==> config.mk <==
export PLATFORM = sky130hd
export DESIGN_NAME = velocity_curve_amplitude
export DESIGN_NICKNAME = d
export VERILOG_FILES = /design/src/sv/vca_pkg.sv /design/src/sv/velocity_curve_amplitude.sv
export SDC_FILE = /design/constraint.sdc
export NUM_CORES = 1
export LEC_CHECK = 0
export BUFFER_PORTS_ARGS = -buffer_cell sky130_fd_sc_hd__buf_4
export CAP_MARGIN = 40
export CORE_ASPECT_RATIO = 1.5
export CORE_UTILIZATION = 53
export CTS_CLUSTER_DIAMETER = 80
export DETAILED_ROUTE_END_ITERATION = 8
export HOLD_SLACK_MARGIN = 0.12
export PLACE_DENSITY = 0.7
export SYNTH_ARGS = -nofsm -noshare
export SYNTH_HDL_FRONTEND = slang
export SYNTH_SLANG_ARGS = --single-unit
==> constraint.sdc <==
create_clock -name clock -period 24 [get_ports clock]
set_input_delay 4.8 -clock clock [delete_from_list [all_inputs] [get_ports clock]]
set_output_delay 4.8 -clock clock [all_outputs]
set_load 0.02 [all_outputs]
==> src/sv/vca_pkg.sv <==
// ----------------------------------------------------------------------------
// vca_pkg
// Shared types and codes for the velocity curve and amplitude pipeline.
// ----------------------------------------------------------------------------
package vca_pkg;

   // Driver model selection
   typedef enum logic [1:0] {
      MODEL_V128 = 2'd0,
      MODEL_V133 = 2'd1,
      MODEL_V220 = 2'd2,
      MODEL_V31  = 2'd3
   } vca_model_type;

   // Register indexes on the csr port
   localparam logic [1:0] CSR_VOLUME_MODEL = 2'd0;
   localparam logic [1:0] CSR_CURVE_POINTS = 2'd1;
   localparam logic [1:0] CSR_CURVE_LEVELS = 2'd2;
   localparam logic [1:0] CSR_CURVE_RATES  = 2'd3;

   // Curve segment operations (low three bits of a rate byte)
   localparam logic [2:0] OP_KEEP_LOW   = 3'd0;
   localparam logic [2:0] OP_ADD_STEEP  = 3'd1;
   localparam logic [2:0] OP_ADD_MARGIN = 3'd2;
   localparam logic [2:0] OP_ADD_SHR    = 3'd3;
   localparam logic [2:0] OP_KEEP_HIGH  = 3'd4;
   localparam logic [2:0] OP_SUB_SHR    = 3'd5;
   localparam logic [2:0] OP_SUB_MARGIN = 3'd6;
   localparam logic [2:0] OP_SUB_STEEP  = 3'd7;

   localparam vca_model_type MODEL_RESET = MODEL_V133;

endpackage

==> src/sv/velocity_curve_amplitude.sv <==
// ----------------------------------------------------------------------------
// velocity_curve_amplitude
// Four-segment velocity curve followed by a selectable driver amplitude model.
// ----------------------------------------------------------------------------
// A request is registered in turn in stages 1, 2, 3 and 4 and then in the
// response register.
// Throughput: one transaction per cycle; five register stages, each carrying a
// valid bit, and the whole pipe holds while the response is stalled.
// Reset: synchronous; clears all valid bits, volume_model to v1.33 and the
// curve registers to zero.
module velocity_curve_amplitude (
   input  logic                 clock,
   input  logic                 reset,
   // request channel
   input  logic                 req_valid,
   output logic                 req_stall,
   input  logic [6:0]           req_note_velocity,
   input  logic [7:0]           req_total_level,
   input  logic signed [7:0]    req_volume_bias,
   input  logic [6:0]           req_channel_volume,
   input  logic [6:0]           req_channel_expression,
   // response channel
   output logic                 rsp_valid,
   input  logic                 rsp_stall,
   output logic [6:0]           rsp_curve_level,
   output logic [7:0]           rsp_amplitude,
   // register write port
   input  logic                 csr_wr_en,
   input  logic [1:0]           csr_index,
   input  logic [31:0]          csr_wdata
);

   import vca_pkg::*;

   // ------------------------------------------------------------------------
   // Configuration registers
   // ------------------------------------------------------------------------
   vca_model_type volume_model_ff;
   logic [23:0]   curve_points_ff;
   logic [23:0]   curve_levels_ff;
   logic [31:0]   curve_rates_ff;

   always_ff @(posedge clock) begin
      if (reset) begin
         volume_model_ff <= MODEL_RESET;
         curve_points_ff <= '0;
         curve_levels_ff <= '0;
         curve_rates_ff  <= '0;
      end else if (csr_wr_en) begin
         case (csr_index)
            CSR_VOLUME_MODEL: volume_model_ff <= vca_model_type'(csr_wdata[1:0]);
            CSR_CURVE_POINTS: curve_points_ff <= csr_wdata[23:0];
            CSR_CURVE_LEVELS: curve_levels_ff <= csr_wdata[23:0];
            CSR_CURVE_RATES:  curve_rates_ff  <= csr_wdata;
            default: ;
         endcase
      end
   end

   // ------------------------------------------------------------------------
   // Pipeline control: everything moves unless the response is held
   // ------------------------------------------------------------------------
   logic advance;
   logic s1_valid_ff, s2_valid_ff, s3_valid_ff, s4_valid_ff, rsp_valid_ff;

   assign advance   = !(rsp_valid_ff && rsp_stall);
   assign req_stall = !advance;
   assign rsp_valid = rsp_valid_ff;

   always_ff @(posedge clock) begin
      if (reset) begin
         s1_valid_ff  <= 1'b0;
         s2_valid_ff  <= 1'b0;
         s3_valid_ff  <= 1'b0;
         s4_valid_ff  <= 1'b0;
         rsp_valid_ff <= 1'b0;
      end else if (advance) begin
         s1_valid_ff  <= req_valid;
         s2_valid_ff  <= s1_valid_ff;
         s3_valid_ff  <= s2_valid_ff;
         s4_valid_ff  <= s3_valid_ff;
         rsp_valid_ff <= s4_valid_ff;
      end
   end

   // ------------------------------------------------------------------------
   // Stage 1: segment search, margin above the breakpoint
   // ------------------------------------------------------------------------
   logic [7:0] vel8;
   logic [7:0] point_in, base_in, rate_in, margin_in;

   assign vel8 = {1'b0, req_note_velocity};

   always_comb begin
      point_in = '0;
      base_in  = '0;
      rate_in  = curve_rates_ff[7:0];
      if (vel8 > curve_points_ff[7:0]) begin
         point_in = curve_points_ff[7:0];
         base_in  = curve_levels_ff[7:0];
         rate_in  = curve_rates_ff[15:8];
         if (vel8 > curve_points_ff[15:8]) begin
            point_in = curve_points_ff[15:8];
            base_in  = curve_levels_ff[15:8];
            rate_in  = curve_rates_ff[23:16];
            if (vel8 > curve_points_ff[23:16]) begin
               point_in = curve_points_ff[23:16];
               base_in  = curve_levels_ff[23:16];
               rate_in  = curve_rates_ff[31:24];
            end
         end
      end
      margin_in = vel8 - point_in;
   end

   logic [7:0]        s1_margin_ff, s1_base_ff, s1_rate_ff, s1_tl_ff;
   logic signed [7:0] s1_bias_ff;
   logic [6:0]        s1_vol_ff, s1_expr_ff;

   always_ff @(posedge clock) begin
      if (advance) begin
         s1_margin_ff <= margin_in;
         s1_base_ff   <= base_in;
         s1_rate_ff   <= rate_in;
         s1_tl_ff     <= req_total_level;
         s1_bias_ff   <= req_volume_bias;
         s1_vol_ff    <= req_channel_volume;
         s1_expr_ff   <= req_channel_expression;
      end
   end

   // ------------------------------------------------------------------------
   // Stage 2: segment operation, 8-bit wrap and overflow fold
   // ------------------------------------------------------------------------
   logic [3:0]  shift;
   logic [10:0] m12;
   logic [25:0] m12_shl;
   logic [22:0] m_shl;
   logic [7:0]  steep, m_shr, conv;
   logic [6:0]  level_in;

   always_comb begin
      shift   = s1_rate_ff[7:4];
      // margin x12 as two shifted copies; the >>3 picks bits 10..3
      m12     = {1'b0, s1_margin_ff[6:0], 3'b000} + {2'b00, s1_margin_ff[6:0], 2'b00};
      m12_shl = {15'd0, m12} << shift;
      m_shl   = {15'd0, s1_margin_ff} << shift;
      steep   = s1_rate_ff[3] ? m12_shl[10:3] : m_shl[7:0];
      m_shr   = s1_margin_ff >> shift;
      case (s1_rate_ff[2:0])
         OP_ADD_STEEP:  conv = s1_base_ff + steep;
         OP_ADD_MARGIN: conv = s1_base_ff + s1_margin_ff;
         OP_ADD_SHR:    conv = s1_base_ff + m_shr;
         OP_SUB_SHR:    conv = s1_base_ff - m_shr;
         OP_SUB_MARGIN: conv = s1_base_ff - s1_margin_ff;
         OP_SUB_STEEP:  conv = s1_base_ff - steep;
         default:       conv = s1_base_ff;
      endcase
      // bit 7 set: fold to 0 or full scale by bit 6
      if (conv[7])
         level_in = conv[6] ? 7'd0 : 7'h7f;
      else
         level_in = conv[6:0];
   end

   logic [6:0]        s2_level_ff;
   logic [7:0]        s2_tl_ff;
   logic signed [7:0] s2_bias_ff;
   logic [6:0]        s2_vol_ff, s2_expr_ff;

   always_ff @(posedge clock) begin
      if (advance) begin
         s2_level_ff <= level_in;
         s2_tl_ff    <= s1_tl_ff;
         s2_bias_ff  <= s1_bias_ff;
         s2_vol_ff   <= s1_vol_ff;
         s2_expr_ff  <= s1_expr_ff;
      end
   end

   // ------------------------------------------------------------------------
   // Stage 3: velocity scale and controller products
   // ------------------------------------------------------------------------
   logic signed [9:0] rl_sum;
   logic [7:0]        rl;
   logic [7:0]        vx;
   logic [8:0]        vy;
   logic [16:0]       pv;
   logic [7:0]        ca, cb;
   logic [15:0]       pc;

   always_comb begin
      // v2.20 release level: 255 - tl + bias, clamped
      rl_sum = $signed({2'b00, ~s2_tl_ff}) + 10'(s2_bias_ff);
      if (rl_sum < 0)
         rl = 8'd0;
      else if (rl_sum > 10'sd255)
         rl = 8'hff;
      else
         rl = rl_sum[7:0];
      case (volume_model_ff)
         MODEL_V128: begin
            vx = {1'b0, s2_level_ff};
            vy = {1'b0, ~s2_tl_ff};
         end
         MODEL_V220: begin
            vx = (s2_level_ff == 7'd0) ? 8'd1 : {1'b0, s2_level_ff};
            vy = {1'b0, rl};
         end
         default: begin
            vx = {1'b0, s2_level_ff} + 8'd1;
            vy = 9'd256 - {1'b0, s2_tl_ff};
         end
      endcase
      if (volume_model_ff == MODEL_V31) begin
         ca = {1'b0, s2_vol_ff} + 8'd1;
         cb = {1'b0, s2_expr_ff} + 8'd1;
      end else begin
         ca = {1'b0, s2_vol_ff};
         cb = {1'b0, s2_expr_ff};
      end
      pv = vx * vy;
      pc = ca * cb;
   end

   logic [6:0]        s3_level_ff;
   logic [15:0]       s3_pv_ff;
   logic [14:0]       s3_pc_ff;
   logic signed [7:0] s3_bias_ff;
   logic [6:0]        s3_vol_ff;

   always_ff @(posedge clock) begin
      if (advance) begin
         s3_level_ff <= s2_level_ff;
         s3_pv_ff    <= pv[15:0];
         s3_pc_ff    <= pc[14:0];
         s3_bias_ff  <= s2_bias_ff;
         s3_vol_ff   <= s2_vol_ff;
      end
   end

   // ------------------------------------------------------------------------
   // Stage 4: combined product
   // ------------------------------------------------------------------------
   logic [15:0] pv_m1, ma;
   logic [14:0] pc_m1;
   logic [7:0]  mb;
   logic [23:0] prod_in;

   always_comb begin
      pv_m1 = s3_pv_ff - 16'd1;
      pc_m1 = s3_pc_ff - 15'd1;
      case (volume_model_ff)
         MODEL_V128: begin
            ma = s3_pv_ff;
            mb = {1'b0, s3_vol_ff};
         end
         MODEL_V133: begin
            ma = s3_pv_ff;
            mb = {1'b0, s3_vol_ff} + 8'd1;
         end
         MODEL_V220: begin
            ma = {8'd0, s3_pv_ff[15:8]};
            mb = s3_pc_ff[14:7];
         end
         default: begin
            ma = {8'd0, pv_m1[15:8]} + 16'd1;
            mb = pc_m1[14:7] + 8'd1;
         end
      endcase
      prod_in = ma * mb;
   end

   logic [6:0]        s4_level_ff;
   logic [23:0]       s4_prod_ff;
   logic signed [7:0] s4_bias_ff;

   always_ff @(posedge clock) begin
      if (advance) begin
         s4_level_ff <= s3_level_ff;
         s4_prod_ff  <= prod_in;
         s4_bias_ff  <= s3_bias_ff;
      end
   end

   // ------------------------------------------------------------------------
   // Stage 5: model scaling, bias (not for v2.20) and clamp into the response register
   // ------------------------------------------------------------------------
   logic [25:0]        p4_m1;
   logic [23:0]        p_m1;
   logic [9:0]         amp_raw;
   logic signed [10:0] amp_sum;
   logic [7:0]         amp_in;

   always_comb begin
      p4_m1 = {s4_prod_ff, 2'b00} - 26'd1;
      p_m1  = s4_prod_ff - 24'd1;
      case (volume_model_ff)
         MODEL_V128: amp_raw = s4_prod_ff[23:14];
         MODEL_V133: amp_raw = p4_m1[25:16];
         MODEL_V220: amp_raw = s4_prod_ff[15:6];
         default:    amp_raw = p_m1[15:6];
      endcase
      if (volume_model_ff == MODEL_V220)
         amp_sum = $signed({1'b0, amp_raw});
      else
         amp_sum = $signed({1'b0, amp_raw}) + 11'(s4_bias_ff);
      if (amp_sum < 0)
         amp_in = 8'd0;
      else if (amp_sum > 11'sd255)
         amp_in = 8'hff;
      else
         amp_in = amp_sum[7:0];
   end

   logic [6:0] rsp_level_ff;
   logic [7:0] rsp_amp_ff;

   always_ff @(posedge clock) begin
      if (advance) begin
         rsp_level_ff <= s4_level_ff;
         rsp_amp_ff   <= amp_in;
      end
   end

   assign rsp_curve_level = rsp_level_ff;
   assign rsp_amplitude   = rsp_amp_ff;

endmodule
## After elaboration in Yosys (flattened, before gate mapping)

Cells that the tools add are included.

| word-level totals | value |
|---|---|
| flip-flop bits (word level) | 285 |
| input bits | 76 |
| output and inout bits | 17 |
| logic and storage cells | 111 |

| cells by class | value |
|---|---|
| add/sub/neg operators | 21 |
| multipliers | 3 |
| $lt $le $gt $ge | 7 |
| eq/ne operators | 12 |
| shift-type cells | 3 |
| muxes and demuxes | 24 |
| bitwise operators | 1 |
| reduce and logical (&&, ||, !) cells | 9 |

Operator list:

| kind | count |
|---|---|
| 2-to-1 mux 8 bit | 14 |
| case mux 8 bit (6 select lines) | 1 |
| adder 7 x 1 -> 8 bit, second input constant | 4 |
| case mux 16 bit (2 select lines) | 1 |
| subtractor 16 x 1 -> 16 bit, second input constant | 2 |
| case mux 10 bit (3 select lines) | 1 |
| subtractor 26 x 1 -> 26 bit, second input constant | 1 |
| adder 8 bit | 3 |
| > comparator 7 x 8 -> 1 bit | 3 |
| multiplier 16 x 8 -> 24 bit | 1 |
| case mux 8 bit (3 select lines) | 1 |
| subtractor 8 bit | 3 |
| 2-to-1 mux 7 bit | 3 |
| case mux 9 bit (2 select lines) | 1 |
| multiplier 8 x 9 -> 16 bit | 1 |
| case mux 8 bit (2 select lines) | 1 |
| multiplier 8 x 8 -> 15 bit | 1 |
| subtractor 15 x 1 -> 15 bit, second input constant | 1 |
| adder 10 x 9 -> 11 bit | 1 |
| adder 11 x 8 -> 11 bit | 1 |
| > comparator 11 x 9 -> 1 bit, second input constant | 1 |
| less-than comparator 11 x 1 -> 1 bit, second input constant | 1 |
| 2-to-1 mux 11 bit | 1 |
| << shifter 11 x 4 -> 11 bit | 1 |
| 20 further kinds | 31 |

## Depth between registers and ports, before layout

| depth | value |
|---|---|
| depth after elaboration | 7 |
| mapped depth | 35 |
| gate-level depth less buffers | 35 |

## Least setup slack after synthesis

Ideal clock, no wire load.

| timing path | value |
|---|---|
| path kind | input port to output port |
| start point | input rsp_stall |
| end point | output req_stall |
| arrival | 10.210 ns |
| data required time | 19.200 ns |
| slack | 8.990 ns |
| cell stages on the path | 2 |
| path buffers | 0 |
| cells stage by stage | nand2_1 inv_1 |

| between the ends | value |
|---|---|
| word-level cells in the longest chain between the ends | 1 |

Ends and longest elaborated chain:

| what | line | text |
|---|---|---|
| start: declaration | velocity_curve_amplitude.sv:24 | `input logic rsp_stall,` |
| logical AND 1 bit | velocity_curve_amplitude.sv:66 | `assign advance = !(rsp_valid_ff && rsp_stall);` |
| end: declaration | velocity_curve_amplitude.sv:16 | `output logic req_stall,` |

Every way passes these cells.

## Final worst setup path

Ends and elaborated chain as after synthesis.

==> summary.md <==
| Metric | Value |
|---|---|
| Gates resized, CTS repair | `0` |
| Top post-synthesis cells by area | `edfxtp_1 25%, fa_1 14%, ha_1 10%` |
| Async S/R FF share, synth | `0` |
| Net Count, Synth | `between 3k and 4k` |
| Most common cell in the netlist | `nand2_1` |
| Placed cell area | `0.0251 mm^2` |
| Final core occ | `0.594` |
| Setup TNS | `0 ps` |
| CTS max path bufs | `3` |
| Netlist cell types | `85` |
| Number of global-route vias before repair | `~19k` |
| Filler cells | `3877` |
| Initial antenna violation count | `1` |
| Worst skew pair latency | `590 ps` |
| Die ar. | `0.0456 mm^2` |
| CP dominant cell by count | `buf_4` |
| Run status | `finished clean` |
| Routed Antenna Nets | `0` |
| Dpl hpwl | `47.6 mm` |
| Yosys warns | `0` |
| # Post-CTS Setup Buffers | `0` |
| #FFs+latches synth | `285` |
| Max cap viols | `0` |
| Fraction of layout cells with a size suffix above 1 | `0.0951` |
| Power per cell area | `between 100 and 150 mW/mm^2` |
| Drt via density | `roughly 5.7` |
| Number of synthesized flops with an enable pin | `198` |
| Commonest cells in the netlist | `351 x nand2_1, 292 x inv_1, 274 x nor2_1` |
| Gpl congestion | `0.991` |
| Synth area leader | `edfxtp_1` |
| Die height | `261 um` |
| WHS | `408 ps` |
| Reg clk slew, reported paths | `~70 ps` |
| GRT overflow | `0` |
| Cts bufs inserted | `31` |
| Clk_skew | `roughly 21 ps` |
| Worst setup EP type | `output pin` |
| Global-route wire length before repair | `97.4 mm` |
| Ys flop type | `edfxtp_1` |
| Critical setup path kind | `input port to output pin` |
| Starting density of the core | `0.539` |
| Relative slew slack | `0.373` |
| Final min period | `a little over 10000 ps` |
| Routed WL | `60.9 mm` |
| Final worst slack | `13680 ps` |
| CP Data Arrival Time | `5520 ps` |
| CTS Sinks | `approximately 290` |
| Setup WS pre-CTS | `13670 ps` |
| CTS tree | `done` |
| Pleak | `11.5 nW` |
| Unrepaired setup endpoints after global routing | `no` |
| I/O pins | `93` |
| Syn Inst Count | `2582` |
| DR pass1 iterations | `5` |
| Nature of the critical path startpoint | `input port` |
| Area Overhead vs Synth | `10.2%` |
| CTS Hold Buffers Added | `0` |
| Die Width | `175 um` |
| Routed len/inst | `18.8 um` |
| Initial DRC count | `1077` |
| Worst-path cell chain | `buf_4 -> nand2_4 -> inv_1 -> buf_4` |
| CORE AREA | `0.0440 mm^2` |
| Clk root buf | `clkbuf_16` |
| Row count | `94` |
| Fin cells | `3247` |
| Final Cell Area | `roughly 0.026 mm^2` |
| DRC | `0` |
| Pwr Total | `3.90 mW` |
| Largest net degree at the start of global routing | `69` |
| Hold Violations, Final | `0` |
| Register area share after synthesis | `0.324` |
| Worst Max-Slew Pin Slew | `~930 ps` |
| Crit-path max cell delay | `240 ps` |
| Quantity of I/O buffers inserted on ports | `92` |
| Final net count | `3076` |
| DR vias | `approximately 19k` |
| Max Clk Rate | `between 0.09 and 0.1 GHz` |
| Worst Path Buf+Inv | `3` |
| # H-tree levels | `1` |
| Mapped Area | `0.0237 mm^2` |
| Final setup violation count | `0` |
| CP max stage cell | `nand2_4` |
| Syn Area/Cell | `just over 9 um^2` |
| Fin crit share | `0.430` |
| CP Data Required Time | `roughly 19000 ps` |
| Critical path's top delay family | `buffers and inverters` |
| Cells after DPL | `3188` |
| Max Slew Vio Count | `0` |
| Worst-path maximum fanout | `20` |
| Synth top area share | `0.251` |
| Peak supply drop | `123 uV` |
| HP Class | `flop to flop` |
| Global-route usage over all layers | `0.271` |
## worst paths after layout
| kind | startpoint | end | slack (ps) | depth (start not counted) |
|---|---|---|---|---|
| min | s1_vol_ff[4] | s2_vol_ff[4] | 410 | 0 |
| max | rsp_stall | req_stall | 13680 | 4 |
| min reg2reg | s1_vol_ff[4] | s2_vol_ff[4] | 410 | 0 |
| max reg2reg | volume_model_ff[0] | s4_prod_ff[23] | 14610 | 28 |
## area by class of cell
type | count | area, um^2 | share of cell area
diodes | 1 | 2.50 | 0.0000958
inverters | 294 | 1100 | 0.0423
repair buffers | 123 | 993 | 0.0380
flip-flops and latches | 285 | 7690 | 0.295
clock inverters | 20 | 166 | 0.00637
multi-input cells | 1910 | 14600 | 0.558
well taps | 576 | 721 | 0.0276
clock buffers | 38 | 863 | 0.0331
## power breakdown
part,total [mW],switching (mW),internal [mW],leakage [nW]
Combinational,2.57,1.47,1.10,8.17
Clock,0.480,0.210,0.269,0.505
Sequential,0.848,0.0931,0.755,2.86
Total,3.90,1.77,2.13,11.5
## sequential cells by signal, indices dropped and copies added (netlist names), 8 cells and up
signal,count
curve_rates_ff,32
curve_levels_ff,24
curve_points_ff,24
s4_prod_ff,24
s3_pv_ff,16
s3_pc_ff,15
rsp_amplitude,8
s1_base_ff,8
s1_bias_ff,8
s1_margin_ff,8
s1_rate_ff,8
s1_tl_ff,8
s2_bias_ff,8
s2_tl_ff,8
s3_bias_ff,8
s4_bias_ff,8
## per-layer routing
layer / share of wire / wire length [um] / up-vias / track usage
met2: 0.52 / 32000 / 554 / 0.504
met4: 0.072 / 4370 / 0 / 0.181
met5: 0 / 0 / - / 0
met3: 0.045 / 2730 / 192 / 0.0298
met1: 0.36 / 21900 / 9022 / 0.290
li1: - / - / 8888 / -
## placed cells by master (no fill, tap or decap), drive strengths merged, types with 7 or more instances in the layout
master / n
a211o: 13
o21a: 17
or2: 33
nand2: 351
o21ai: 98
fa: 165
ha: 190
clkbuf: 38
or3: 12
mux2: 14
a21oi: 192
o31ai: 10
a211oi: 33
nand3: 45
a21boi: 12
xor2: 45
nor3: 29
nand2b: 27
nor2: 274
a21o: 32
inv: 298
nand4: 10
clkinv: 13
mux2i: 42
o22ai: 11
xnor2: 82
o221a: 7
and3: 13
edfxtp: 198
mux4: 8
buf: 123
and2: 10
nor4: 12
dfxtp: 87
nor2b: 28
## kinds of logic after synthesis
kind of cell	synth area share
muxes	0.0320
xor gates and xnor gates	0.0469
buffers and inverters	0.0622
adders and majority gates	0.240
and+or+nand+nor	0.162
DFF	0.324
AOI/OAI and AO/OA	0.133
(Power assumes the default switching activity.)
